## src/hw/rtl/itba_pkg.sv

```systemverilog
// shared types, constants and the digit-to-character map of int_to_base_ascii
package itba_pkg;

  localparam int VALUE_WIDTH = 32;
  localparam int BASE_WIDTH  = 6;
  localparam int CHAR_WIDTH  = 7;
  localparam int DIGIT_WIDTH = 6;
  // a base-2 rendering needs one digit per value bit
  localparam int DIGIT_DEPTH = VALUE_WIDTH;
  localparam int PTR_WIDTH   = $clog2(DIGIT_DEPTH);

  localparam logic [BASE_WIDTH-1:0]  BASE_MIN       = 6'd2;
  localparam logic [BASE_WIDTH-1:0]  BASE_MAX       = 6'd36;
  localparam logic [DIGIT_WIDTH-1:0] DECIMAL_LIMIT  = 6'd10;
  localparam logic [CHAR_WIDTH-1:0]  CHAR_ZERO      = 7'h30;
  localparam logic [CHAR_WIDTH-1:0]  CHAR_NINE      = 7'h39;
  localparam logic [CHAR_WIDTH-1:0]  CHAR_LETTER_A  = 7'h41;
  localparam logic [CHAR_WIDTH-1:0]  CHAR_LETTER_Z  = 7'h5A;
  localparam logic [CHAR_WIDTH-1:0]  CHAR_MINUS     = 7'h2D;

  typedef struct packed {
    logic signed [VALUE_WIDTH-1:0] value;
    logic [BASE_WIDTH-1:0]         base;
  } req_t;

  typedef struct packed {
    logic [CHAR_WIDTH-1:0] character;
    logic                  last;
  } rsp_t;

  function automatic logic [CHAR_WIDTH-1:0] digit_char(input logic [DIGIT_WIDTH-1:0] d);
    logic [CHAR_WIDTH-1:0] c;
    if (d < DECIMAL_LIMIT) begin
      c = CHAR_ZERO + CHAR_WIDTH'(d);
    end else begin
      c = CHAR_LETTER_A + CHAR_WIDTH'(d - DECIMAL_LIMIT);
    end
    return c;
  endfunction

endpackage

```

## src/hw/rtl/int_to_base_ascii.sv

```systemverilog
// top level: signed integer to ascii text in a radix from 2 to 36
// Converts one request (signed value, base) into its ascii text, one character per
// response, most significant character first, with last set on the final one. A
// negative value gets a leading '-' and its magnitude is taken unsigned, so the most
// negative value converts correctly; zero gives "0". A request whose base is outside
// 2..36 is taken and dropped with no response. The conversion is a bit-serial
// restoring divide by the base: one quotient bit per cycle through a 6-bit remainder,
// repeated on the quotient just formed for each further digit. Digits come out least
// significant first and go into a small digit stack, which is then read back in
// reverse, each character taking one registered memory read and one output load.
// One request is in flight at a time; req_stall is low only while the block is idle,
// and the final character may still sit in the output register waiting on rsp_stall
// when the next request is taken.
module int_to_base_ascii
  import itba_pkg::*;
(
  input  logic clk,
  input  logic rst,
  input  logic req_valid,
  output logic req_stall,
  input  req_t req,
  output logic rsp_valid,
  input  logic rsp_stall,
  output rsp_t rsp
);

  typedef enum logic [4:0] {
    ST_IDLE  = 5'b00001,
    ST_DIV   = 5'b00010,
    ST_SIGN  = 5'b00100,
    ST_FETCH = 5'b01000,
    ST_PUT   = 5'b10000
  } state_t;

  state_t state;

  // conversion registers
  logic                   neg;
  logic [VALUE_WIDTH-1:0] quot;
  logic [DIGIT_WIDTH-1:0] rem;
  logic                   qnz;
  logic [PTR_WIDTH-1:0]   bitcnt;
  logic [PTR_WIDTH-1:0]   ndig;
  logic [PTR_WIDTH-1:0]   rd_ptr;
  logic [BASE_WIDTH-1:0]  base_q;

  // digit stack, least significant digit at index 0
  logic [DIGIT_WIDTH-1:0] mem [DIGIT_DEPTH];
  logic [DIGIT_WIDTH-1:0] rd_data;

  logic                   base_ok;
  logic [VALUE_WIDTH-1:0] value_bits;
  logic [VALUE_WIDTH-1:0] mag;
  logic [DIGIT_WIDTH:0]   trial;
  logic                   ge;
  logic [DIGIT_WIDTH-1:0] rem_next;
  logic                   div_done;
  logic                   rsp_free;
  logic                   rsp_load;

  assign req_stall = (state != ST_IDLE);

  // request decode: range check and two's complement magnitude
  assign base_ok    = (req.base >= BASE_MIN) && (req.base <= BASE_MAX);
  assign value_bits = req.value;
  assign mag        = value_bits[VALUE_WIDTH-1] ? (~value_bits + VALUE_WIDTH'(1)) : value_bits;

  // one restoring-divide step: bring in the next dividend bit, subtract base if it fits
  assign trial    = {rem, quot[VALUE_WIDTH-1]};
  assign ge       = (trial >= {1'b0, base_q});
  assign rem_next = ge ? DIGIT_WIDTH'(trial - {1'b0, base_q}) : trial[DIGIT_WIDTH-1:0];
  assign div_done = (bitcnt == PTR_WIDTH'(VALUE_WIDTH - 1));

  // output register frees when empty or being taken this cycle
  assign rsp_free = !rsp_valid || !rsp_stall;
  assign rsp_load = rsp_free && ((state == ST_SIGN) || (state == ST_PUT));

  // control
  always_ff @(posedge clk) begin
    if (rst) begin
      state     <= ST_IDLE;
      rsp_valid <= 1'b0;
    end else begin
      if (rsp_load) begin
        rsp_valid <= 1'b1;
      end else if (!rsp_stall) begin
        rsp_valid <= 1'b0;
      end

      unique case (state)
        ST_IDLE: begin
          // bad base: request is consumed with no response
          if (req_valid && base_ok) begin
            state <= ST_DIV;
          end
        end
        ST_DIV: begin
          // quotient zero after this digit ends the divide phase
          if (div_done && !(qnz || ge)) begin
            state <= neg ? ST_SIGN : ST_FETCH;
          end
        end
        ST_SIGN: begin
          if (rsp_free) begin
            state <= ST_FETCH;
          end
        end
        ST_FETCH: begin
          state <= ST_PUT;
        end
        ST_PUT: begin
          if (rsp_free) begin
            state <= (rd_ptr == '0) ? ST_IDLE : ST_FETCH;
          end
        end
        default: begin
          state <= ST_IDLE;
        end
      endcase
    end
  end

  // datapath registers
  always_ff @(posedge clk) begin
    unique case (state)
      ST_IDLE: begin
        neg    <= value_bits[VALUE_WIDTH-1];
        quot   <= mag;
        rem    <= '0;
        qnz    <= 1'b0;
        bitcnt <= '0;
        ndig   <= '0;
        base_q <= req.base;
      end
      ST_DIV: begin
        // quotient bits shift in from the right as dividend bits leave on the left
        quot   <= {quot[VALUE_WIDTH-2:0], ge};
        rem    <= rem_next;
        qnz    <= qnz || ge;
        bitcnt <= bitcnt + PTR_WIDTH'(1);
        if (div_done) begin
          // start the next digit on the quotient just formed
          rem    <= '0;
          qnz    <= 1'b0;
          bitcnt <= '0;
          if (qnz || ge) begin
            ndig <= ndig + PTR_WIDTH'(1);
          end else begin
            rd_ptr <= ndig;
          end
        end
      end
      ST_PUT: begin
        if (rsp_free && (rd_ptr != '0)) begin
          rd_ptr <= rd_ptr - PTR_WIDTH'(1);
        end
      end
      default: begin
      end
    endcase
  end

  // digit stack write and registered read
  always_ff @(posedge clk) begin
    if ((state == ST_DIV) && div_done) begin
      mem[ndig] <= rem_next;
    end
    rd_data <= mem[rd_ptr];
  end

  // response payload
  always_ff @(posedge clk) begin
    if (rsp_load) begin
      if (state == ST_SIGN) begin
        rsp.character <= CHAR_MINUS;
        rsp.last      <= 1'b0;
      end else begin
        rsp.character <= digit_char(rd_data);
        rsp.last      <= (rd_ptr == '0);
      end
    end
  end

endmodule

```

## config.mk

```make
export PLATFORM = sky130hd
export DESIGN_NAME = int_to_base_ascii
export DESIGN_NICKNAME = d
export VERILOG_FILES = /design/src/hw/rtl/itba_pkg.sv /design/src/hw/rtl/int_to_base_ascii.sv
export SDC_FILE = /design/constraint.sdc
export NUM_CORES = 1
export LEC_CHECK = 0
export BUFFER_PORTS_ARGS = -buffer_cell sky130_fd_sc_hd__clkbuf_2
export CORE_AREA = 2 2 183 140
export CTS_CLUSTER_SIZE = 8
export DETAILED_ROUTE_END_ITERATION = 8
export DIE_AREA = 0 0 185 142
export PLACE_DENSITY_LB_ADDON = 0.25
export REMOVE_ABC_BUFFERS = 1
export SKIP_LAST_GASP = 1
export SLEW_MARGIN = 10
export SYNTH_ARGS = -nofsm -noshare
export SYNTH_HDL_FRONTEND = slang
export SYNTH_SLANG_ARGS = --single-unit
```

## constraint.sdc

```tcl
create_clock -name clk -period 2.9 [get_ports clk]
set_input_delay 0.725 -clock clk [delete_from_list [all_inputs] [get_ports clk]]
set_output_delay 0.725 -clock clk [all_outputs]
set_load 0.02 [all_outputs]
```

**Word level (Yosys, flattened, before mapping)**

Memories as Yosys holds them, arrays and structs flattened. A register that Yosys moved wholly into a read port is not among the register bits.
Index checks and enable logic that the tools add are counted.

- $add $sub $neg: 8
- $lt $le $gt $ge: 4
- Equal/unequal tests: 16
- Muxes and demuxes: 28
- Bitwise operators: 1
- Reduce and logical (&&, ||, !) cells: 19

Operators with widths:

| kind | count |
|---|---|
| case mux 32 bit (2 select lines) | 1 |
| 2-to-1 mux 5 bit | 10 |
| adder 32 x 1 -> 32 bit, second input constant | 1 |
| 2-to-1 mux 32 bit | 1 |
| NOT 32 bit | 1 |
| case mux 5 bit (2 select lines) | 3 |
| case mux 5 bit (5 select lines) | 1 |
| inequality test 2 bit, second input constant | 7 |
| 2-to-1 mux 6 bit | 2 |
| case mux 6 bit (2 select lines) | 1 |
| adder 5 x 1 -> 5 bit, second input constant | 2 |
| == test 5 bit, second input constant | 2 |
| 2-to-1 mux 4 bit | 2 |
| AND reduction 4 bit | 2 |
| adder 6 x 6 -> 7 bit, first input constant | 1 |
| adder 7 bit, first input constant | 1 |
| greater-or-equal comparator 7 x 6 -> 1 bit | 1 |
| 2-to-1 mux 7 bit | 1 |
| subtractor 6 x 4 -> 7 bit, second input constant | 1 |
| greater-or-equal comparator 6 x 2 -> 1 bit, second input constant | 1 |
| <= comparator 6 bit, second input constant | 1 |
| logical AND 1 bit | 6 |
| less-than comparator 6 x 4 -> 1 bit, second input constant | 1 |
| subtractor 6 bit | 1 |
| other kinds (15) | 25 |

- Register bits: 75
- RAM bits: 192
- Input bits: 42
- Word-level logic and storage cells: 89
- Memories kept: 1

Memories:

| memory | depth | bits a word | read ports | clocked after memory_dff | write ports | line | RTL |
|---|---|---|---|---|---|---|---|
| mem | 32 | 6 | 1 | 1 | 1 | int_to_base_ascii.sv:48 | `logic [DIGIT_WIDTH-1:0] mem [DIGIT_DEPTH];` |

**Logic depth before layout (Yosys ltp)**

- Word-level depth: 6
- Gate-level depth with buffers: 10

**Least setup slack after synthesis**

No wires, ideal clock.

- Path type: register to register
- Start: reg rem[1]
- End: mem mem[0][4] (data pin)
- Library setup time: 0.454 ns
- Arrival: 2.697 ns
- Setup slack: -0.251 ns
- Cell stages (with the launch flop): 7
- Buffers on the path: 1
- Path through: edfxtp_1 -> ha_1 -> nand2_1 -> o21ai_0 -> a41oi_2 -> buf_2 -> o21ai_0

- Longest elaborated chain between the ends: 2

Ends and longest elaborated chain:

| what | line | RTL |
|---|---|---|
| start, declared | int_to_base_ascii.sv:40 | `logic [DIGIT_WIDTH-1:0] rem;` |
| start signal, assigned | int_to_base_ascii.sv:138 | `rem <= rem_next;` |
| subtractor 6 bit / greater-or-equal comparator 7 x 6 -> 1 bit (equally long branches) | int_to_base_ascii.sv:71, int_to_base_ascii.sv:70 |  |
| 2-to-1 mux 6 bit (*) | int_to_base_ascii.sv:71 | `assign rem_next = ge ? DIGIT_WIDTH'(trial - {1'b0, base_q}) : trial[DIGIT_WIDTH-1:0];` |
| via rem_next[4] | int_to_base_ascii.sv:56 | `logic [DIGIT_WIDTH-1:0] rem_next;` |
| end, declared | int_to_base_ascii.sv:48 |  |

The timed path passes the listed nets; every way through them passes the cells marked *.

**Final worst setup path**

- Start: reg quot[31]
- End: mem mem[23][4] (data pin)

- Longest elaborated chain between the ends: 2

Ends and longest elaborated chain:

| what | line | RTL |
|---|---|---|
| start, declared | int_to_base_ascii.sv:39 | `logic [VALUE_WIDTH-1:0] quot;` |
| start signal, assigned | int_to_base_ascii.sv:128 | `quot <= mag;` |
| start signal, assigned | int_to_base_ascii.sv:137 | `quot <= {quot[VALUE_WIDTH-2:0], ge};` |
| subtractor 6 bit / greater-or-equal comparator 7 x 6 -> 1 bit (equally long branches) | int_to_base_ascii.sv:71, int_to_base_ascii.sv:70 |  |
| 2-to-1 mux 6 bit (*) | int_to_base_ascii.sv:71 |  |
| via rem_next[4] | int_to_base_ascii.sv:56 |  |

Marks and branches as above.

==> reports/results.txt <==
Outcome -> complete, no violations
Portion of the post-synthesis area used by sequential elements -> 66.5%
Final Skew -> 0.0176 ns
Synthesized instance count -> 839
Core occupancy in the finished layout -> 57.2%
Pin count of the biggest net entering global routing -> 59
Worst endpoint required time -> 3.26 ns
Vias in the first global route -> 7057
Max-cap check violation count -> 0
Starting DRC count in detailed routing -> 756
Area share of the largest cell type after synthesis -> 64.5%
Ratio of cells with drive above 1 in the final layout -> 19.3%
Global-route wire length before repair -> 39.5 mm
Fill cell count -> 1969
Clock sinks -> 273
Pwr Density -> 862 nW/um2
Worst-Margin Slew -> 0.924 ns
Worst setup SP type -> register
Commonest non-fill, non-tap cells in the layout -> 261 x sky130_fd_sc_hd__edfxtp_1, 65 x sky130_fd_sc_hd__nor2_1, 59 x sky130_fd_sc_hd__nand2_1
Routed length per placed instance -> 19.7 um
Port Buffer Count -> 51
Mean instance size in the synthesized netlist -> 14.5 um2
Count of flip-flops with a built-in enable after synthesis -> 261
Number of different library cells in the post-synthesis netlist -> 65
Overall power of the completed layout -> 12100 uW
Commonest non-fill, non-tap cell in the layout -> sky130_fd_sc_hd__edfxtp_1
Number of nets with antenna violations after detailed routing -> 0
Cell Area, Synth -> 12100 um2
Number of cells in the finished layout apart from fillers -> 1276
Std-Cell Core Area -> 24500 um2
Detailed-router iteration count before antenna repair -> 6
Average via count per standard cell -> 5.70
Arrival time reported for the critical path endpoint -> 2.99 ns
Floorplan die area -> 26300 um2
Die height -> 142 um
RSZ-0062 raised after global routing -> no
Standby leakage power -> 0.00499 uW
Latest clock arrival within the worst-skew pair -> 0.52 ns
Yosys warning count -> 0
Total Routing Usage GR -> 19.9%
Leading area contributor after synthesis -> sky130_fd_sc_hd__edfxtp_1
TritonCTS clock tree -> done
Top achievable clock speed -> 380 MHz
Clock Tree Root -> sky130_fd_sc_hd__clkbuf_16
Layout Area Growth over Synthesis -> 15.6%
Final max-slew violation count -> 0
Clock-pin slew on the worst setup and hold paths -> 0.05 ns
Nature of the critical path endpoint -> register
Number of H-tree levels -> 2
Clock buffer count from CTS -> 40
Share of flip-flops with an asynchronous set or reset -> 0%
DRC violations left -> 0
FF+latch count, synth -> 273
Detailed Route WL -> 25.1 mm
X dimension of the die -> 185 um
CP max FO -> 18
Count of inserted antenna diode cells -> 0
# rows -> 50
Bufs on Longest Clock Path -> 3
Gp weighted congestion -> 0.866
Post-detailed-placement half-perimeter wirelength -> 16.3 mm
Normalized max-slew margin -> 38.4%
Initial cell density of the core -> 49.5%
Dpl cells -> 1218
Biggest area contributors in the synthesized netlist -> sky130_fd_sc_hd__edfxtp_1 65%, sky130_fd_sc_hd__mux4_2 4.5%, sky130_fd_sc_hd__mux2i_1 4.0%
Post-cts repair resize count -> 0
VDD IR-drop max -> 0.727 mV
Total count of hold-check failures in the final report -> 0
Hold buffers post-CTS -> 0
Total number of vias -> 7277
Global-route congestion overflow total -> 0
Share of the clock period used by the worst path after layout -> 90.7%
Setup repair bufs after CTS -> 0
Kind of critical path -> register to register
Final-report setup violation count -> 0
Total Nets Final -> 982
Ports placed on the boundary -> 52
Minimum clock period after layout -> 2.63 ns
Antenna violations before repair -> 0
Ys flop type -> sky130_fd_sc_hd__edfxtp_1
Worst hold-check path type -> input port to register
[routing by layer]
layer	global-route usage, %	wire (um)	part of all wire, %
met1	30.8	12100	48
met2	29.0	10900	43
met3	3.76	1680	6.7
met4	5.18	393	1.6
met5	0	0	0
[synth_stat cells (7+ instances only)]
master                       n
sky130_fd_sc_hd__o21ai_1     7
sky130_fd_sc_hd__nand2b_1    7
sky130_fd_sc_hd__edfxtp_1  261
sky130_fd_sc_hd__a21oi_1    13
sky130_fd_sc_hd__a221oi_1   13
sky130_fd_sc_hd__clkbuf_1   26
sky130_fd_sc_hd__nand4_1     7
sky130_fd_sc_hd__xor2_1     32
sky130_fd_sc_hd__o31ai_1     8
sky130_fd_sc_hd__inv_1      24
sky130_fd_sc_hd__dfxtp_1    12
sky130_fd_sc_hd__nand3_1    23
sky130_fd_sc_hd__nand2_1    60
sky130_fd_sc_hd__o21ai_0    54
sky130_fd_sc_hd__buf_2       9
sky130_fd_sc_hd__ha_1       17
sky130_fd_sc_hd__xnor2_1    12
sky130_fd_sc_hd__mux4_2     24
sky130_fd_sc_hd__and2_1      8
sky130_fd_sc_hd__nor2_1     65
sky130_fd_sc_hd__mux2i_1    49
sky130_fd_sc_hd__a22oi_1    18
[per-stage QoR]
stage	area, um2	setup WS (ns)	hold WS [ns]	TNS (ns)
finish	14000	0.269	0.406	0
global route	14000	0.116	0.400	0
CTS	14000	0.283	0.394	0
detailed placement	12900	0.236	0.498	0
global placement	12900	0.299	0.498	0
floorplan	12000	-1.19	0.496	-23.13
[final cells by class]
class	instances	area (um2)	area share [%]
well taps	338	423	3.01
flip-flops and latches	273	8080	57.6
clock inverters	3	26.3	0.187
repair buffers	82	526	3.74
clock buffers	55	1080	7.68
inverters	24	90.1	0.642
multi-input cells	501	3810	27.2
[critical path, cell delays in order (launching register included)]
cell and delay, ns:
sky130_fd_sc_hd__edfxtp_1 0.38, sky130_fd_sc_hd__inv_1 0.08, sky130_fd_sc_hd__ha_1 0.23, sky130_fd_sc_hd__fa_1 0.42
sky130_fd_sc_hd__inv_1 0.07, sky130_fd_sc_hd__a21o_1 0.11, sky130_fd_sc_hd__a21oi_1 0.07, sky130_fd_sc_hd__xor2_1 0.17
sky130_fd_sc_hd__o21ai_2 0.70, sky130_fd_sc_hd__buf_12 0.23
[cell families after synthesis]
logic type      synth area share [%]
flops                           66.5
simple gates                    9.13
compound gates                  8.18
mux                             8.95
buf+inv                         2.13
xor+xnor                        3.17
fa+ha+maj                       1.92
[where the power goes]
group          internal [uW]  total [uW]  leakage, uW  switching [uW]
logic                    600        2220      0.00192            1620
registers               5610        5780      0.00253             169
clock network           2550        4110     0.000535            1560
[worst paths after layout]
path	startpoint	end	slack, ns	cells past startpoint
worst max-delay path	quot[31]$_DFFE_PP_	mem[23][4]$_DFFE_PP_	0.27	9
worst max register to register	quot[31]$_DFFE_PP_	mem[23][4]$_DFFE_PP_	0.27	9
worst min register to register	rsp_valid$_SDFFE_PP0P_	rsp_valid$_SDFFE_PP0P_	0.51	2
worst min-delay path	req[0]	base_q[0]$_DFFE_PP_	0.41	1
[sequential cells by signal, indices dropped and copies added, names as in the netlist]
register / count
neg: 1
mem: 192
rd_data: 6
state: 5
rsp_valid: 1
bitcnt: 5
rem: 6
rd_ptr: 5
rsp: 8
quot: 32
ndig: 5
base_q: 6
qnz: 1
No activity file was read; power rests on OpenSTA's default activity.
